--- src/hw/rtl/dsf_pkg.sv ---
package dsf_pkg;

   localparam int BLOCK_BYTES_DEF = 4096;
   localparam int QUEUE_DEPTH = 4;

   localparam logic [31:0] ID_DSD = 32'h2044_5344;
   localparam logic [31:0] ID_FMT = 32'h2074_6d66;
   localparam logic [31:0] ID_DATA = 32'h6174_6164;
   localparam logic [31:0] DSD_RATE_HZ = 32'd2822400;

   typedef enum logic [2:0] {
      ST_PAIR        = 3'd0,
      ST_BAD_HEADER  = 3'd1,
      ST_BAD_FMT     = 3'd2,
      ST_UNSUPPORTED = 3'd3,
      ST_BAD_DATA_ID = 3'd4,
      ST_ACCEPTED    = 3'd5
   } status_type;

   typedef struct packed {
      logic [7:0] data_byte;
      logic       start_of_file;
   } req_type;

   typedef struct packed {
      logic [2:0]  status;
      logic [7:0]  left_byte;
      logic [7:0]  right_byte;
      logic [47:0] data_bytes;
      logic        last;
   } rsp_type;

   // Work handed from the parser to the output side.
   // pair beats leave the left byte to the registered store read
   typedef struct packed {
      logic       is_pair;
      logic       reverse;
      rsp_type    rsp;
   } job_type;

   function automatic logic [7:0] rev8(input logic [7:0] v);
      logic [7:0] r;
      for (int i = 0; i < 8; i++) r[7-i] = v[i];
      return r;
   endfunction

endpackage

--- src/hw/rtl/dsf_back.sv ---
module dsf_back
   import dsf_pkg::*;
(
   input  logic       clock,
   input  logic       reset,
   input  logic       job_valid,
   input  job_type    job,
   input  logic [7:0] st_rd_data,
   output logic       slots_low,
   output logic       rsp_empty,
   input  logic       rsp_pop,
   output rsp_type    rsp_data
);
   localparam int QW = $clog2(QUEUE_DEPTH);

   // the staging register waits for the store read, then the job joins the queue
   logic    stg_valid_ff;
   job_type stg_ff;
   rsp_type stg_rsp;
   rsp_type q_ff [QUEUE_DEPTH];
   logic [QW-1:0] wp_ff, rp_ff;
   logic [QW:0]   cnt_ff, cnt_in;
   logic pop;

   always_comb begin
      stg_rsp = stg_ff.rsp;
      if (stg_ff.is_pair)
         stg_rsp.left_byte = stg_ff.reverse ? rev8(st_rd_data) : st_rd_data;
      if (stg_ff.is_pair && stg_ff.reverse)
         stg_rsp.right_byte = rev8(stg_ff.rsp.right_byte);
   end

   assign pop = rsp_pop && !rsp_empty;
   assign rsp_empty = (cnt_ff == '0);
   assign rsp_data = q_ff[rp_ff];
   assign cnt_in = cnt_ff + (QW+1)'(stg_valid_ff) - (QW+1)'(pop);
   // leave room for the beat in the stage
   assign slots_low = (cnt_ff + (QW+1)'(stg_valid_ff)) >= (QW+1)'(QUEUE_DEPTH);

   always_ff @(posedge clock) begin
      stg_ff <= job;
      if (stg_valid_ff) q_ff[wp_ff] <= stg_rsp;
      if (reset) begin
         stg_valid_ff <= 1'b0; wp_ff <= '0; rp_ff <= '0; cnt_ff <= '0;
      end else begin
         stg_valid_ff <= job_valid;
         if (stg_valid_ff) wp_ff <= wp_ff + QW'(1);
         if (pop) rp_ff <= rp_ff + QW'(1);
         cnt_ff <= cnt_in;
      end
   end
endmodule

--- config.mk ---
export PLATFORM = sky130hd
export DESIGN_NAME = dsf_back
export DESIGN_NICKNAME = d
export VERILOG_FILES = /design/src/hw/rtl/dsf_pkg.sv /design/src/hw/rtl/dsf_back.sv
export SDC_FILE = /design/constraint.sdc
export NUM_CORES = 1
export LEC_CHECK = 0
export BUFFER_PORTS_ARGS = -buffer_cell sky130_fd_sc_hd__buf_2
export CORE_MARGIN = 8
export CORE_UTILIZATION = 35
export DETAILED_ROUTE_END_ITERATION = 12
export PLACE_DENSITY_LB_ADDON = 0.05
export SLEW_MARGIN = 40
export SYNTH_ARGS = -nofsm -noshare
export SYNTH_HDL_FRONTEND = slang
export SYNTH_SLANG_ARGS = --single-unit
export TNS_END_PERCENT = 20
--- constraint.sdc ---
create_clock -name clock -period 3.12 [get_ports clock]
set_input_delay 0.468 -clock clock [delete_from_list [all_inputs] [get_ports clock]]
set_output_delay 0.468 -clock clock [all_outputs]
set_load 0.005 [all_outputs]
==> results_dict.tcl <==
set metrics [dict create \
    max_freq_mhz 398.8 \
    placed_area_mm2 0.01334 \
    slowest_delay_ps 660 \
    run_status "completed" \
    maxSlewHeadroom_pct 62.76 \
    power_switching_share_pct 22.75 \
    critical_path_buf_inv_count 2 \
    fillers 2957 \
    fin_cells 1168 \
    peakVddDrop_v 0.0004729 \
    timing.hold.ws_ps 55.56 \
    final.setup_skew_ps 12.94 \
    synth.area.top_cells "edfxtp_1 68%, dfxtp_1 13%, mux4_2 13%, mux2_2 1.0%, ha_1 0.83%" \
    flip_flop_and_latch_count_after_synthesis 352 \
    num_vias 5396 \
    clkSlewWorstSetupHoldPaths_ps 60 \
    cp.arrival_ps 2040 \
    maximum_number_of_pins_on_one_net_before_global_route_repair 40 \
    port_buffers 151 \
    critical-path-top-delay-family "flip-flops" \
    post_route_cells_drive_above_1_share_pct 41.53 \
    yosys_synthesis_warning_count 0 \
    switching_component_of_the_power_w 0.002552 \
    mappedNetlistNets 599 \
    synth.avg_cell_area_um2 23.55 \
    endpoint "rsp_data[7]" \
    worst_setup_path_start_kind "flip-flop" \
    wl_met2_mm 12.02 \
    maxSlewViolCount 0 \
    p_seq_share_pct 47.7 \
    global_route_wire_length_before_repair_mm 37.81 \
    detailed_place_hpwl_mm 14.87 \
    finalCriticalPeriod_ps 2508 \
    clk-insertion-delay-late_ps 510 \
    grt_pass1_vias 6288 \
    netlist.area_leader.share_pct 68.13 \
    std_cell_rows 67 \
    crit_cells 3 \
    post-route-cell-area_mm2 0.01452 \
    register_to_register_setup_slack_ps 1320 \
    clock_tree.htree_level_count 2 \
    core_region_area_mm2 0.03362 \
    m1WireLength_mm 10.30 \
    synth_area_mm2 0.01199 \
    hold_viol_final 0 \
    seq_area_mm2 0.009777 \
    combPwrFrac_pct 14.9 \
    tritoncts_clock_tree "yes" \
    ant_nets 0 \
    global_route.overflow_total 0 \
    clk_path_buf_depth 3 \
    synth_top_area_cell "edfxtp_1" \
    post_cts_resize_count 0 \
    postCtsSetupBuffers 0 \
    initial_core_util_pct 35.66 \
    drt_first_iter_violations 184 \
    detailed_route_wl_mm 24.28 \
    n_antenna_cell 0 \
    intPower_w 0.008668 \
    finalSetupViolCount 0 \
    design.die.area_mm2 0.04043 \
    met3_wirelength_mm 1.425 \
    critical_path_end_type "output port" \
    pin_count 152 \
    drt_first_pass_iters 4 \
    clock-sinks 352 \
    cts-hold-fix-buffers 0 \
    synth_cell_types 23 \
    synth_seq_area_share_pct 81.49 \
    fin_tns_setup_ps 0 \
    die_outline_width_um 201.1 \
    dp.cells 1100 \
    grt_setup_unrepaired "no" \
    p_leak_nw 5.016 \
    drt-vias-per-instance 4.620 \
    cap_violations 0 \
    root_buffer "clkbuf_16" \
    top_layer_used "met4" \
    power.density_cell_area_mw_per_mm2 772.9 \
    drc_errors 0 \
    netlist_instances 509 \
    worstReg2RegEnd "q_ff[1][23]" \
    cts-buffers-inserted 39 \
    post-route-period-util_pct 80.38 \
    ff2ff_path_depth 4 \
    share_clk_of_total_power_pct 37.4 \
    critical_path_required_ps 2650 \
    global_route.usage.total_pct 12.07 \
    min_path_type "primary input to flip-flop" \
    max_slew.worst_pin.slew_ps 558.5 \
    worst_r2r_startpoint "wp_ff[1]" \
    post-layout-total-power_w 0.01122 \
    path_class "flip-flop to output port" \
    grt_antenna_before_repair 0 \
    path_max_fanout 31 \
    detail_route.wl_per_cell_um 20.79 \
    place_congestion 0.6716 \
    syn2layout_area_growth_pct 21.08 \
    die_height_um 201.1 \
    path_cells "buf_12 -> mux4_2 -> buf_2" \
    critical_path.slowest_cell "dfxtp_4" \
    multiInputGateArea_mm2 0.002062 \
    final_nets 783 \
]
==> power groups by stage <==
stage	clock (W)	combinational, W	sequential [W]
floorplan	0	0.00116	0.00539
global placement	0	0.00175	0.00544
detailed placement	0	0.00176	0.00545
CTS	0.00436	0.00176	0.00535
global route	0.00453	0.00185	0.00537
finish	0.00420	0.00167	0.00535
==> cell usage after synthesis <==
master	count
xnor2_1	1
and2_1	4
nor2_1	15
nor3_1	1
buf_6	1
buf_12	3
edfxtp_1	272
mux4_2	68
nor2b_1	3
buf_4	4
o311ai_0	1
a21oi_1	8
xnor3_1	1
nand2_1	1
inv_1	4
dfxtp_1	80
ha_1	8
mux2_2	11
buf_2	5
clkbuf_1	7
o31a_1	1
mux2i_1	9
xor2_1	1
==> cell families (layout without fill, tap and decap cells) <==
kind of cell    Yosys count  after routing  synth area share (%)
simple gates             24             24                0.9078
mux                      88             88                 14.56
buf+inv                  24            235                 1.398
flops                   352            352                 81.49
fa+ha+maj                 8              8                0.8349
compound gates           10             10                0.4801
xor+xnor                  3              3                0.3340
==> registers in the layout, indices dropped and copies added (netlist names), named ones only <==
name,cells
cnt_ff,3
q_ff,272
stg_valid_ff,1
stg_ff,70
rp_ff,2
wp_ff,2
==> per-stage QoR <==
stage	worst slack, ps	utilization (%)
2_1_floorplan	550.2	-
3_3_place_gp	1094	39.67
3_5_place_dp	1092	39.67
4_1_cts	527.2	43.18
5_1_grt	517.5	43.18
6_report	612.2	43.18
==> routing by layer <==
layer | global-route usage [%] | vias to the layer above
met5 | 0 | -
met4 | 3.758 | 0
met3 | 3.356 | 45
met2 | 20.24 | 126
met1 | 14.99 | 2789
li1 | - | 2436
==> layout make-up <==
type	instances	share of cell area [%]
Sequential cell	352	67.35
Multi-Input combinational cell	133	14.20
Clock buffer	58	7.628
Timing Repair Buffer	163	6.344
Tap cell	448	3.861
Clock inverter	10	0.5085
Inverter	4	0.1034
==> how the worst min path moves through the flow <==
stage | from | endpoint | slack [ps] | cells past startpoint
CTS | job[30] | stg_ff[30] | 30 | 1
detailed placement | stg_ff[16] | q_ff[3][16] | 460 | 0
floorplan | stg_ff[0] | q_ff[0][0] | 440 | 0
finish | job[9] | stg_ff[9] | 60 | 1
global route | job[21] | stg_ff[21] | 30 | 1
global placement | stg_ff[47] | q_ff[1][47] | 440 | 0
==> cell usage in the layout, fill, tap and decap left out, types with 8 or more instances in the layout <==
cell	n
edfxtp_1	272
ha_1	8
clkbuf_16	39
clkbuf_1	13
dfxtp_1	78
buf_2	151
mux2i_1	9
nor2_1	15
mux2_2	11
mux4_2	68
a21oi_1	8
(Power assumes the default switching activity.)
